[src/sv/wris_pkg.sv]
`timescale 1ns / 1ps
`default_nettype none
// ----------------------------------------------------------------------------
// Weighted random index select package
// Shared widths, defaults and the control group that drives the weight cells.
// ----------------------------------------------------------------------------
package wris_pkg;

    localparam int MAX_ENTRIES_DEF = 16;
    localparam int WEIGHT_BITS_DEF = 16;

    localparam int SLOT_W  = 4;
    localparam int VALUE_W = 16;
    localparam int EXCL_W  = 8;
    localparam int COUNT_W = 5;
    localparam int DRAW_W  = 16;
    localparam int INDEX_W = 4;

    localparam logic REQ_WRITE  = 1'b0;
    localparam logic REQ_SELECT = 1'b1;

    typedef struct packed {
        logic              shift;
        logic              wr;
        logic [SLOT_W-1:0] slot;
    } cell_ctrl_t;

endpackage : wris_pkg
`default_nettype wire

[src/sv/wris_cell.sv]
`timescale 1ns / 1ps
`default_nettype none
// ----------------------------------------------------------------------------
// Weight cell
// Holds one table weight; loads it on a matching write and passes it to the
// neighbor cell when the ring rotates.
// ----------------------------------------------------------------------------
module wris_cell #(
    parameter int CELL_IDX    = 0,
    parameter int WEIGHT_BITS = wris_pkg::WEIGHT_BITS_DEF
) (
    input  wire                         clk,
    input  wire wris_pkg::cell_ctrl_t   ctrl,
    input  wire logic [WEIGHT_BITS-1:0] wr_data,
    input  wire logic [WEIGHT_BITS-1:0] neighbor_w,
    output logic      [WEIGHT_BITS-1:0] weight
);

    logic [WEIGHT_BITS-1:0] weight_reg;
    logic [WEIGHT_BITS-1:0] weight_next;
    logic                   hit;

    assign hit = ctrl.wr && (int'(ctrl.slot) == CELL_IDX);

    always_comb
    begin
        weight_next = weight_reg;
        if (ctrl.shift)
        begin
            weight_next = neighbor_w;
        end
        else if (hit)
        begin
            weight_next = wr_data;
        end
    end

    always_ff @(posedge clk)
    begin
        weight_reg <= weight_next;
    end

    assign weight = weight_reg;

endmodule : wris_cell
`default_nettype wire

[src/sv/weighted_random_index_select_unit.sv]
`timescale 1ns / 1ps
`default_nettype none
// ----------------------------------------------------------------------------
// Weighted random index select unit
// Roulette-wheel selection over a ring of weight cells.
// ----------------------------------------------------------------------------
//  Channel  | Handshake            | Payload
//  ---------+----------------------+--------------------------------------------
//  in       | in_valid / in_ready  | req_type, entry_slot, weight_value,
//           |                      | exclude_index, entry_limit, random_draw
//  out      | out_valid / out_ready| chosen_index, no_draw
//  cfg      | cfg_wr_en            | cfg_wr_data (entry_count)
//
// A weight write word is stored while the unit stays idle. A select word runs
// through S_SUM, one rotation of the cell ring to sum, S_MUL to scale the draw,
// S_SEARCH, a second rotation to search, and S_DONE to load the output register;
// the input is ready again in S_IDLE; a select with no draw reaches S_DONE early.
// Reset clears the control state and entry_count; weights are valid once written.
// A stalled output holds the result while the unit waits in its final state.
// ----------------------------------------------------------------------------
module weighted_random_index_select_unit #(
    parameter int MAX_ENTRIES = wris_pkg::MAX_ENTRIES_DEF,
    parameter int WEIGHT_BITS = wris_pkg::WEIGHT_BITS_DEF
) (
    input  wire                                 clk,
    input  wire                                 rst_n,
    input  wire                                 cfg_wr_en,
    input  wire logic [wris_pkg::COUNT_W-1:0]   cfg_wr_data,
    input  wire                                 in_valid,
    output logic                                in_ready,
    input  wire logic                           req_type,
    input  wire logic [wris_pkg::SLOT_W-1:0]    entry_slot,
    input  wire logic [wris_pkg::VALUE_W-1:0]   weight_value,
    input  wire logic [wris_pkg::EXCL_W-1:0]    exclude_index,
    input  wire logic [wris_pkg::COUNT_W-1:0]   entry_limit,
    input  wire logic [wris_pkg::DRAW_W-1:0]    random_draw,
    output logic                                out_valid,
    input  wire                                 out_ready,
    output logic      [wris_pkg::INDEX_W-1:0]   chosen_index,
    output logic                                no_draw
);

    localparam int IDX_W  = $clog2(MAX_ENTRIES);
    localparam int CNT_W  = ($clog2(MAX_ENTRIES + 1) > wris_pkg::COUNT_W) ?
                            $clog2(MAX_ENTRIES + 1) : wris_pkg::COUNT_W;
    localparam int SUM_W  = WEIGHT_BITS + IDX_W + 2;
    localparam int PROD_W = wris_pkg::DRAW_W + SUM_W - 1;

    typedef enum logic [4:0] {
        S_IDLE   = 5'b00001,
        S_SUM    = 5'b00010,
        S_MUL    = 5'b00100,
        S_SEARCH = 5'b01000,
        S_DONE   = 5'b10000
    } state_t;

    state_t                        state_reg, state_next;
    logic [wris_pkg::COUNT_W-1:0]  entry_count_reg, entry_count_next;
    logic [CNT_W-1:0]              n_reg, n_next;
    logic [wris_pkg::EXCL_W-1:0]   excl_reg, excl_next;
    logic [wris_pkg::DRAW_W-1:0]   draw_reg, draw_next;
    logic [IDX_W-1:0]              pos_reg, pos_next;
    logic signed [SUM_W-1:0]       total_reg, total_next;
    logic signed [SUM_W-1:0]       rem_reg, rem_next;
    logic                          found_reg, found_next;
    logic [wris_pkg::INDEX_W-1:0]  res_idx_reg, res_idx_next;
    logic                          res_nd_reg, res_nd_next;
    logic                          out_valid_reg, out_valid_next;
    logic [wris_pkg::INDEX_W-1:0]  chosen_index_reg, chosen_index_next;
    logic                          no_draw_reg, no_draw_next;

    wris_pkg::cell_ctrl_t          cell_ctrl;
    logic [WEIGHT_BITS-1:0]        ring_w [MAX_ENTRIES];
    logic [WEIGHT_BITS-1:0]        wr_data;

    logic                          in_fire;
    logic                          last_pos;
    logic                          active;
    logic                          excl_hit;
    logic signed [SUM_W-1:0]       w_eff;
    logic signed [SUM_W-1:0]       diff;
    logic [PROD_W-1:0]             prod;
    logic [CNT_W-1:0]              n_sel;

    assign in_ready = (state_reg == S_IDLE);
    assign in_fire  = in_valid && in_ready;
    assign wr_data  = WEIGHT_BITS'(weight_value);

    assign cell_ctrl = '{
        shift: (state_reg == S_SUM) || (state_reg == S_SEARCH),
        wr:    in_fire && (req_type == wris_pkg::REQ_WRITE),
        slot:  entry_slot
    };

    for (genvar k = 0; k < MAX_ENTRIES; k++)
    begin : g_cell
        wris_cell #(
            .CELL_IDX    (k),
            .WEIGHT_BITS (WEIGHT_BITS)
        ) u_cell (
            .clk        (clk),
            .ctrl       (cell_ctrl),
            .wr_data    (wr_data),
            .neighbor_w (ring_w[(k + 1) % MAX_ENTRIES]),
            .weight     (ring_w[k])
        );
    end

    assign last_pos = (pos_reg == IDX_W'(MAX_ENTRIES - 1));
    assign active   = (CNT_W'(pos_reg) < n_reg);
    assign excl_hit = (excl_reg == wris_pkg::EXCL_W'(pos_reg));
    assign w_eff    = $signed(SUM_W'(ring_w[0])) - $signed(SUM_W'(excl_hit));
    assign diff     = rem_reg - w_eff;
    assign prod     = PROD_W'(draw_reg) * PROD_W'(total_reg[SUM_W-2:0]);

    always_comb
    begin
        n_sel = CNT_W'(entry_count_reg);
        if (CNT_W'(entry_limit) < n_sel)
        begin
            n_sel = CNT_W'(entry_limit);
        end
        if (CNT_W'(MAX_ENTRIES) < n_sel)
        begin
            n_sel = CNT_W'(MAX_ENTRIES);
        end
    end

    always_comb
    begin
        state_next        = state_reg;
        entry_count_next  = entry_count_reg;
        n_next            = n_reg;
        excl_next         = excl_reg;
        draw_next         = draw_reg;
        pos_next          = pos_reg;
        total_next        = total_reg;
        rem_next          = rem_reg;
        found_next        = found_reg;
        res_idx_next      = res_idx_reg;
        res_nd_next       = res_nd_reg;
        out_valid_next    = out_valid_reg;
        chosen_index_next = chosen_index_reg;
        no_draw_next      = no_draw_reg;

        if (cfg_wr_en)
        begin
            entry_count_next = cfg_wr_data;
        end

        if (out_valid_reg && out_ready)
        begin
            out_valid_next = 1'b0;
        end

        unique case (state_reg)
            S_IDLE:
            begin
                if (in_fire && (req_type == wris_pkg::REQ_SELECT))
                begin
                    n_next       = n_sel;
                    excl_next    = exclude_index;
                    draw_next    = random_draw;
                    pos_next     = '0;
                    total_next   = '0;
                    res_idx_next = '0;
                    res_nd_next  = 1'b0;
                    if (n_sel < CNT_W'(2))
                    begin
                        res_nd_next = 1'b1;
                        state_next  = S_DONE;
                    end
                    else
                    begin
                        state_next = S_SUM;
                    end
                end
            end
            S_SUM:
            begin
                if (active)
                begin
                    total_next = total_reg + w_eff;
                end
                pos_next = last_pos ? '0 : pos_reg + IDX_W'(1);
                if (last_pos)
                begin
                    state_next = S_MUL;
                end
            end
            S_MUL:
            begin
                found_next = 1'b0;
                if (total_reg < $signed(SUM_W'(1)))
                begin
                    res_nd_next = 1'b1;
                    state_next  = S_DONE;
                end
                else
                begin
                    rem_next   = $signed(SUM_W'(prod >> wris_pkg::DRAW_W));
                    state_next = S_SEARCH;
                end
            end
            S_SEARCH:
            begin
                if (active && !found_reg)
                begin
                    rem_next = diff;
                    if (diff < $signed(SUM_W'(0)))
                    begin
                        found_next   = 1'b1;
                        res_idx_next = wris_pkg::INDEX_W'(pos_reg);
                    end
                end
                pos_next = last_pos ? '0 : pos_reg + IDX_W'(1);
                if (last_pos)
                begin
                    state_next = S_DONE;
                end
            end
            S_DONE:
            begin
                if (!out_valid_reg || out_ready)
                begin
                    out_valid_next    = 1'b1;
                    chosen_index_next = res_idx_reg;
                    no_draw_next      = res_nd_reg;
                    state_next        = S_IDLE;
                end
            end
            default:
            begin
                state_next = S_IDLE;
            end
        endcase
    end

    always_ff @(posedge clk or negedge rst_n)
    begin
        if (!rst_n)
        begin
            state_reg       <= S_IDLE;
            entry_count_reg <= '0;
            pos_reg         <= '0;
            found_reg       <= 1'b0;
            out_valid_reg   <= 1'b0;
        end
        else
        begin
            state_reg       <= state_next;
            entry_count_reg <= entry_count_next;
            pos_reg         <= pos_next;
            found_reg       <= found_next;
            out_valid_reg   <= out_valid_next;
        end
    end

    always_ff @(posedge clk)
    begin
        n_reg            <= n_next;
        excl_reg         <= excl_next;
        draw_reg         <= draw_next;
        total_reg        <= total_next;
        rem_reg          <= rem_next;
        res_idx_reg      <= res_idx_next;
        res_nd_reg       <= res_nd_next;
        chosen_index_reg <= chosen_index_next;
        no_draw_reg      <= no_draw_next;
    end

    assign out_valid    = out_valid_reg;
    assign chosen_index = chosen_index_reg;
    assign no_draw      = no_draw_reg;

endmodule : weighted_random_index_select_unit
`default_nettype wire

[config.mk]
export PLATFORM = sky130hd
export DESIGN_NAME = weighted_random_index_select_unit
export DESIGN_NICKNAME = d
export VERILOG_FILES = /design/src/sv/wris_pkg.sv /design/src/sv/wris_cell.sv /design/src/sv/weighted_random_index_select_unit.sv
export SDC_FILE = /design/constraint.sdc
export NUM_CORES = 1
export LEC_CHECK = 0
export BUFFER_PORTS_ARGS = -buffer_cell sky130_fd_sc_hd__buf_2
export CAP_MARGIN = 20
export CORE_MARGIN = 2
export CORE_UTILIZATION = 55
export DETAILED_ROUTE_END_ITERATION = 8
export PLACE_DENSITY = 0.69
export SYNTH_ARGS = -nofsm -noshare
export SYNTH_HDL_FRONTEND = slang
export SYNTH_SLANG_ARGS = --single-unit
[constraint.sdc]
create_clock -name clk -period 9.1 [get_ports clk]
set_input_delay 0.455 -clock clk [delete_from_list [all_inputs] [get_ports clk]]
set_output_delay 0.455 -clock clk [all_outputs]
set_load 0.02 [all_outputs]
### Yosys cells after proc, flatten, opt, wreduce, memory -nomap -nowiden

Index checks and enable logic that the tools add are counted.

| operators by class | value |
|---|---|
| $add $sub $neg | 4 |
| $mul | 1 |
| $lt $le $gt $ge | 6 |
| equality and inequality tests | 31 |
| mux-type cells | 63 |
| bitwise gates (word level) | 1 |
| reduce and logical (&&, ||, !) cells | 57 |

Operators by type and width:

| cell | count |
|---|---|
| $mux W16 | 32 |
| $mux W22 | 4 |
| $pmux W22 S2 | 2 |
| $reduce_bool A2 Y1 | 21 |
| $mux W5 | 8 |
| $mul A16 B21 Y37 | 1 |
| $eq A4 B4 Y1 const B | 9 |
| $pmux W5 S5 | 1 |
| $add A22 B17 Y22 | 1 |
| $lt A22 B1 Y1 const B | 1 |
| $lt A22 B2 Y1 const B | 1 |
| $sub A22 B17 Y22 | 1 |
| $logic_and A1 B1 Y1 | 21 |
| $sub A16 B1 Y17 | 1 |
| $eq A4 B3 Y1 const B | 4 |
| $mux W4 | 4 |
| $pmux W4 S2 | 2 |
| $ne A2 B2 Y1 const B | 6 |
| $reduce_and A3 Y1 | 4 |
| $eq A4 B2 Y1 const B | 2 |
| $eq A8 B4 Y1 | 1 |
| $mux W1 | 8 |
| $reduce_and A4 Y1 | 2 |
| $ne A2 B1 Y1 const B | 3 |
| other kinds (18) | 23 |

| storage, ports and cells | value |
|---|---|
| flip-flop bits (word level) | 355 |
| output and inout port bits | 7 |
| word-level logic and storage cells | 193 |

### Longest topological paths before layout

| depth | value |
|---|---|
| depth after elaboration | 8 |
| gate-level depth with buffers | 24 |
| mapped depth without buffers | 23 |

### Hierarchy

From an unflattened synthesis, not the netlist that was laid out.

| second synthesis, totals | value |
|---|---|
| cell total of the unflattened synthesis | 2,389 |
| area total of the unflattened synthesis | 28,446.0 um^2 |

By module, submodules not included:

| module | times used | cells each | area each (um^2) | seq. area each (um^2) |
|---|---|---|---|---|
| weighted_random_index_select_unit | 1 | 1,813 | 16,577.1 | 2,894.0 |
| wris_cell (g_cell[11].u_cell ...) | 6 | 36 | 743.2 | 480.5 |
| wris_cell (g_cell[10].u_cell ...) | 4 | 36 | 742.0 | 480.5 |
| wris_cell (g_cell[0].u_cell ...) | 4 | 36 | 740.7 | 480.5 |
| wris_cell (g_cell[4].u_cell ...) | 2 | 36 | 739.5 | 480.5 |

### Least setup slack after synthesis

No wires, ideal clock.

| timing path | value |
|---|---|
| kind | register -> register |
| start point | reg total_reg[14] |
| end point | reg rem_reg[20] (data pin) |
| setup time | 0.158 ns |
| arrival | 6.139 ns |
| setup slack | 2.803 ns |
| cell stages (with the launch flop) | 24 |
| path buffers | 1 |
| cell sequence | edfxtp_1 clkbuf_1 nand2_1 fa_1 inv_1 fa_1 inv_1 fa_1 inv_1 fa_1 fa_1 inv_1 fa_1 inv_1 ha_1 nand4_2 a2111oi_4 nand2_2 o211ai_2 o2111ai_2 nand2_4 a41oi_4 or4_1 o211ai_1 |

| between the ends | value |
|---|---|
| longest elaborated chain between the ends | 3 |

RTL lines:

| element | RTL line | RTL |
|---|---|---|
| from (decl) | weighted_random_index_select_unit.sv:63 | `logic signed [SUM_W-1:0] total_reg, total_next;` |
| from (signal assigned) | weighted_random_index_select_unit.sv:264 | `total_reg <= total_next;` |
| $mul A16 B21 Y37 | weighted_random_index_select_unit.sv:114 | `assign prod = PROD_W'(draw_reg) * PROD_W'(total_reg[SUM_W-2:0]);` |
| $mux W22 | weighted_random_index_select_unit.sv:194 | `if (total_reg < $signed(SUM_W'(1)))` |
| $pmux W22 S2 | weighted_random_index_select_unit.sv:156 | `unique case (state_reg)` |
| named net rem_next[20] | weighted_random_index_select_unit.sv:64 | `logic signed [SUM_W-1:0] rem_reg, rem_next;` |
| to (signal assigned) | weighted_random_index_select_unit.sv:265 | `rem_reg <= rem_next;` |
| to (decl) | weighted_random_index_select_unit.sv:64 |  |

The timed path passes the listed nets, and every way through them passes these cells. The select of a mux whose other input is x is not followed.
A chain may end at the register's enable or synchronous reset.

### Final worst setup path

| timing path | value |
|---|---|
| start point | reg draw_reg[1] (netlist bit) |
| end point | reg rem_reg[20] (data pin) |

| between the ends | value |
|---|---|
| longest elaborated chain between the ends | 3 |

RTL lines:

| element | RTL line | RTL |
|---|---|---|
| from (decl) | weighted_random_index_select_unit.sv:61 | `logic [wris_pkg::DRAW_W-1:0] draw_reg, draw_next;` |
| from (signal assigned) | weighted_random_index_select_unit.sv:263 | `draw_reg <= draw_next;` |
| $mul A16 B21 Y37 | weighted_random_index_select_unit.sv:114 |  |
| $mux W22 | weighted_random_index_select_unit.sv:194 |  |
| $pmux W22 S2 | weighted_random_index_select_unit.sv:156 |  |
| named net rem_next[20] | weighted_random_index_select_unit.sv:64 |  |

The timed path passes the listed nets, and every way through them passes these cells. The select of a mux whose other input is x is not followed.

==> impl_metrics.ini <==
[status]
status = finished clean

[placed_design]
routabilityCongestion = 0.8955
port_buffers = 66
place_hpwl_mm = 44.14
dpl_cell_area_um2 = 27500

[cells_and_area]
final_area_um2 = 28920
final_util_pct = 60.57
drive_gt1_share_pct = 6.605
largest_reg_flops = 256
final_nets = 3163
seq_area_um2 = 10580
fillers = 3945
multi_input_area_um2 = 14260
antenna_cells = 0
area_growth_pct = 8.715

[logic_synthesis]
synth_most_common_cell = nand2_1
synth-edff-count = 339
netlist_instances = 2654
synth_cell_type_count = 74
syn_nets = 3137
async_reset_ff_share_pct = 4.507
ys_seq_area_share_pct = 39.78
synth_top_area_share_pct = 38.27
synth_flop_cell = edfxtp_1
avgSynthCellArea_um2 = 10.02
yosys.area.top_type = edfxtp_1
yosysWarnings = 0
netlist_area_um2 = 26600
synthTopCellsByCount = nand2_1, inv_1, edfxtp_1
synthTopCellsByArea = edfxtp_1, fa_1, nand2_1
synth-seq-cells = 355

[drt]
finalWirelength_mm = 62.03
drt_first_iter_violations = 1519
first_pass_iters = 5
route.top_layer_used = met4
vias = 18460
met3WireLength_mm = 4.998
drc = 0
wire_per_inst_um = 18.66
antenna_left = 0
wirelength_met1_mm = 26.67
routed_via_density = 5.550
wl_met2_mm = 28.92

[clock_tree]
post_cts_resized = 0
cts_max_path_buffers = 3
cts_tree = done
cts_root_buffer = clkbuf_16
clkSinkCount = 355
cts-htree-levels = 2
path_clk_slew_ns = 0.06
clk-insertion-delay-late_ns = 0.57
post_cts_buffers = 0
cts_made_buffers = 41
postCtsHoldBufs = 1

[die]
die_x_um = 223.9
num_rows = 80
die_h_um = 223.9
initial_utilization_pct = 55.72
die_area_um2 = 50140
core-area_um2 = 47750
ioPinCount = 67

[run]
cap_violations = 0

[global_route]
grt_max_degree = 110
grt_usage_pct = 25.91
grt_pass1_wl_mm = 101.5
grt_pass1_vias = 19310
gr-total-overflow = 0
antenna_found_initial = 0

[setup_path]
slowest_stage = edfxtp_1
path_max_fanout = 21
startpoint_type = flip-flop
endpoint_kind = flip-flop
cp_common_cell = fa_1
critical_path.top_delay_family = adder cells
critPathRequiredTime_ns = 9.48
critical_path_arrival_ns = 7.42
critical-path-max-stage-delay_ns = 0.86
path_cells = nand2_1 > fa_1 > inv_1 > fa_1 > inv_1 > fa_1 > inv_1 > fa_1 > fa_1 > inv_1 > fa_1 > inv_1 > ha_1 > nand4_2 > a2111oi_4 > nand2_2 > o211ai_2 > o2111ai_2 > nand2_4 > a41oi_4 > or4_1 > o211ai_1
path_class = reg -> reg
crit_buf_inv = 5

[timing]
hold_viol = 0
tightest_slew_ns = 1.043
post-route-period-util_pct = 77.41
rsz0062_at_grt = no
relSlewSlack_pct = 29.57
fin_tns_setup_ns = 0
finalClockSkew_ns = 0.03522
min_period_ns = 7.044
fmaxAchievable_mhz = 142.0
finalSetupViolCount = 0
drv_slew = 0

[hold_path]
hp-class = in -> reg
[path summary, 6_finish.rpt]
| kind | depth (start not counted) | start | endpoint | slack, ns |
|---|---|---|---|---|
| worst max-delay path | 22 | draw_reg[1] | rem_reg[20] | 2.06 |
| worst max register to register | 22 | draw_reg[1] | rem_reg[20] | 2.06 |
| min in group asynchronous | 2 | rst_n | pos_reg[1] | 0.33 |
| worst min register to register | 0 | res_idx_reg[3] | chosen_index[3] | 0.42 |
| worst min-delay path | 1 | exclude_index[1] | excl_reg[1] | 0.06 |
| max in group asynchronous | 2 | rst_n | state_reg[0] | 8.46 |
[layer usage]
metal,track usage (%),vias up
li1,-,8525
met1,35.94,9126
met2,41.65,695
met3,5.496,109
met4,7.118,0
met5,0,-
[layout make-up]
cell class                      count  share of cell area [%]
Timing Repair Buffer               99                   2.103
Clock buffer                       56                   4.071
Inverter                          357                   4.633
Tap cell                          615                   2.661
Sequential cell                   355                   36.59
Multi-Input combinational cell   1826                   49.29
Clock inverter                     17                  0.6533
[cells in the final DEF (no fill, tap or decap), drive strengths merged, types with 9 or more instances in the layout]
cell type / count
clkinv: 13
nand3: 10
inv: 357
and2: 139
nand2: 781
nor2: 71
and3: 9
o21bai: 9
dfrtp: 15
a21oi: 54
a211oi: 9
edfxtp: 339
o21ai: 61
clkbuf: 56
nor2b: 9
ha: 158
xor2: 38
o21a: 10
nor4: 9
a21o: 28
fa: 265
nand2b: 16
nor3: 19
xnor2: 32
buf: 98
[through the flow]
step | cells | hold WS [ns] | worst slack (ns)
after floorplan | 2654 | 0.1594 | 2.803
after global placement | 3249 | 0.3988 | 2.211
after detailed placement | 3249 | 0.3945 | 2.068
after CTS | 3323 | 0.03182 | 2.055
after global routing | 3325 | 0.04347 | 1.674
final | 3325 | 0.05758 | 2.056
[cell families (layout without fill, tap and decap cells)]
group                      count (synthesis)  count (layout)  synth area share [%]
AOI/OAI and AO/OA                        225             225                 5.658
muxes                                      6               6                0.2446
xor gates and xnor gates                  70              70                 2.333
and+or+nand+nor                         1102            1102                 17.94
adders and majority gates                423             423                 27.37
buffers and inverters                    473             529                 6.679
DFF                                      355             355                 39.78
[worst register-to-register path: stages (launching register included)]
cell and delay (ns):
edfxtp_1 0.86, nand2_1 0.18, fa_1 0.56, inv_1 0.06
fa_1 0.53, inv_1 0.05, fa_1 0.49, inv_1 0.05
fa_1 0.49, fa_1 0.49, inv_1 0.05, fa_1 0.47
inv_1 0.04, ha_1 0.32, nand4_2 0.17, a2111oi_4 0.37
nand2_2 0.10, o211ai_2 0.43, o2111ai_2 0.23, nand2_4 0.15
a41oi_4 0.16, or4_1 0.50, o211ai_1 0.11
Power is left out: the tool's default activity adds up to more than one toggle a clock period on the data nets, which glitch-free logic cannot reach.
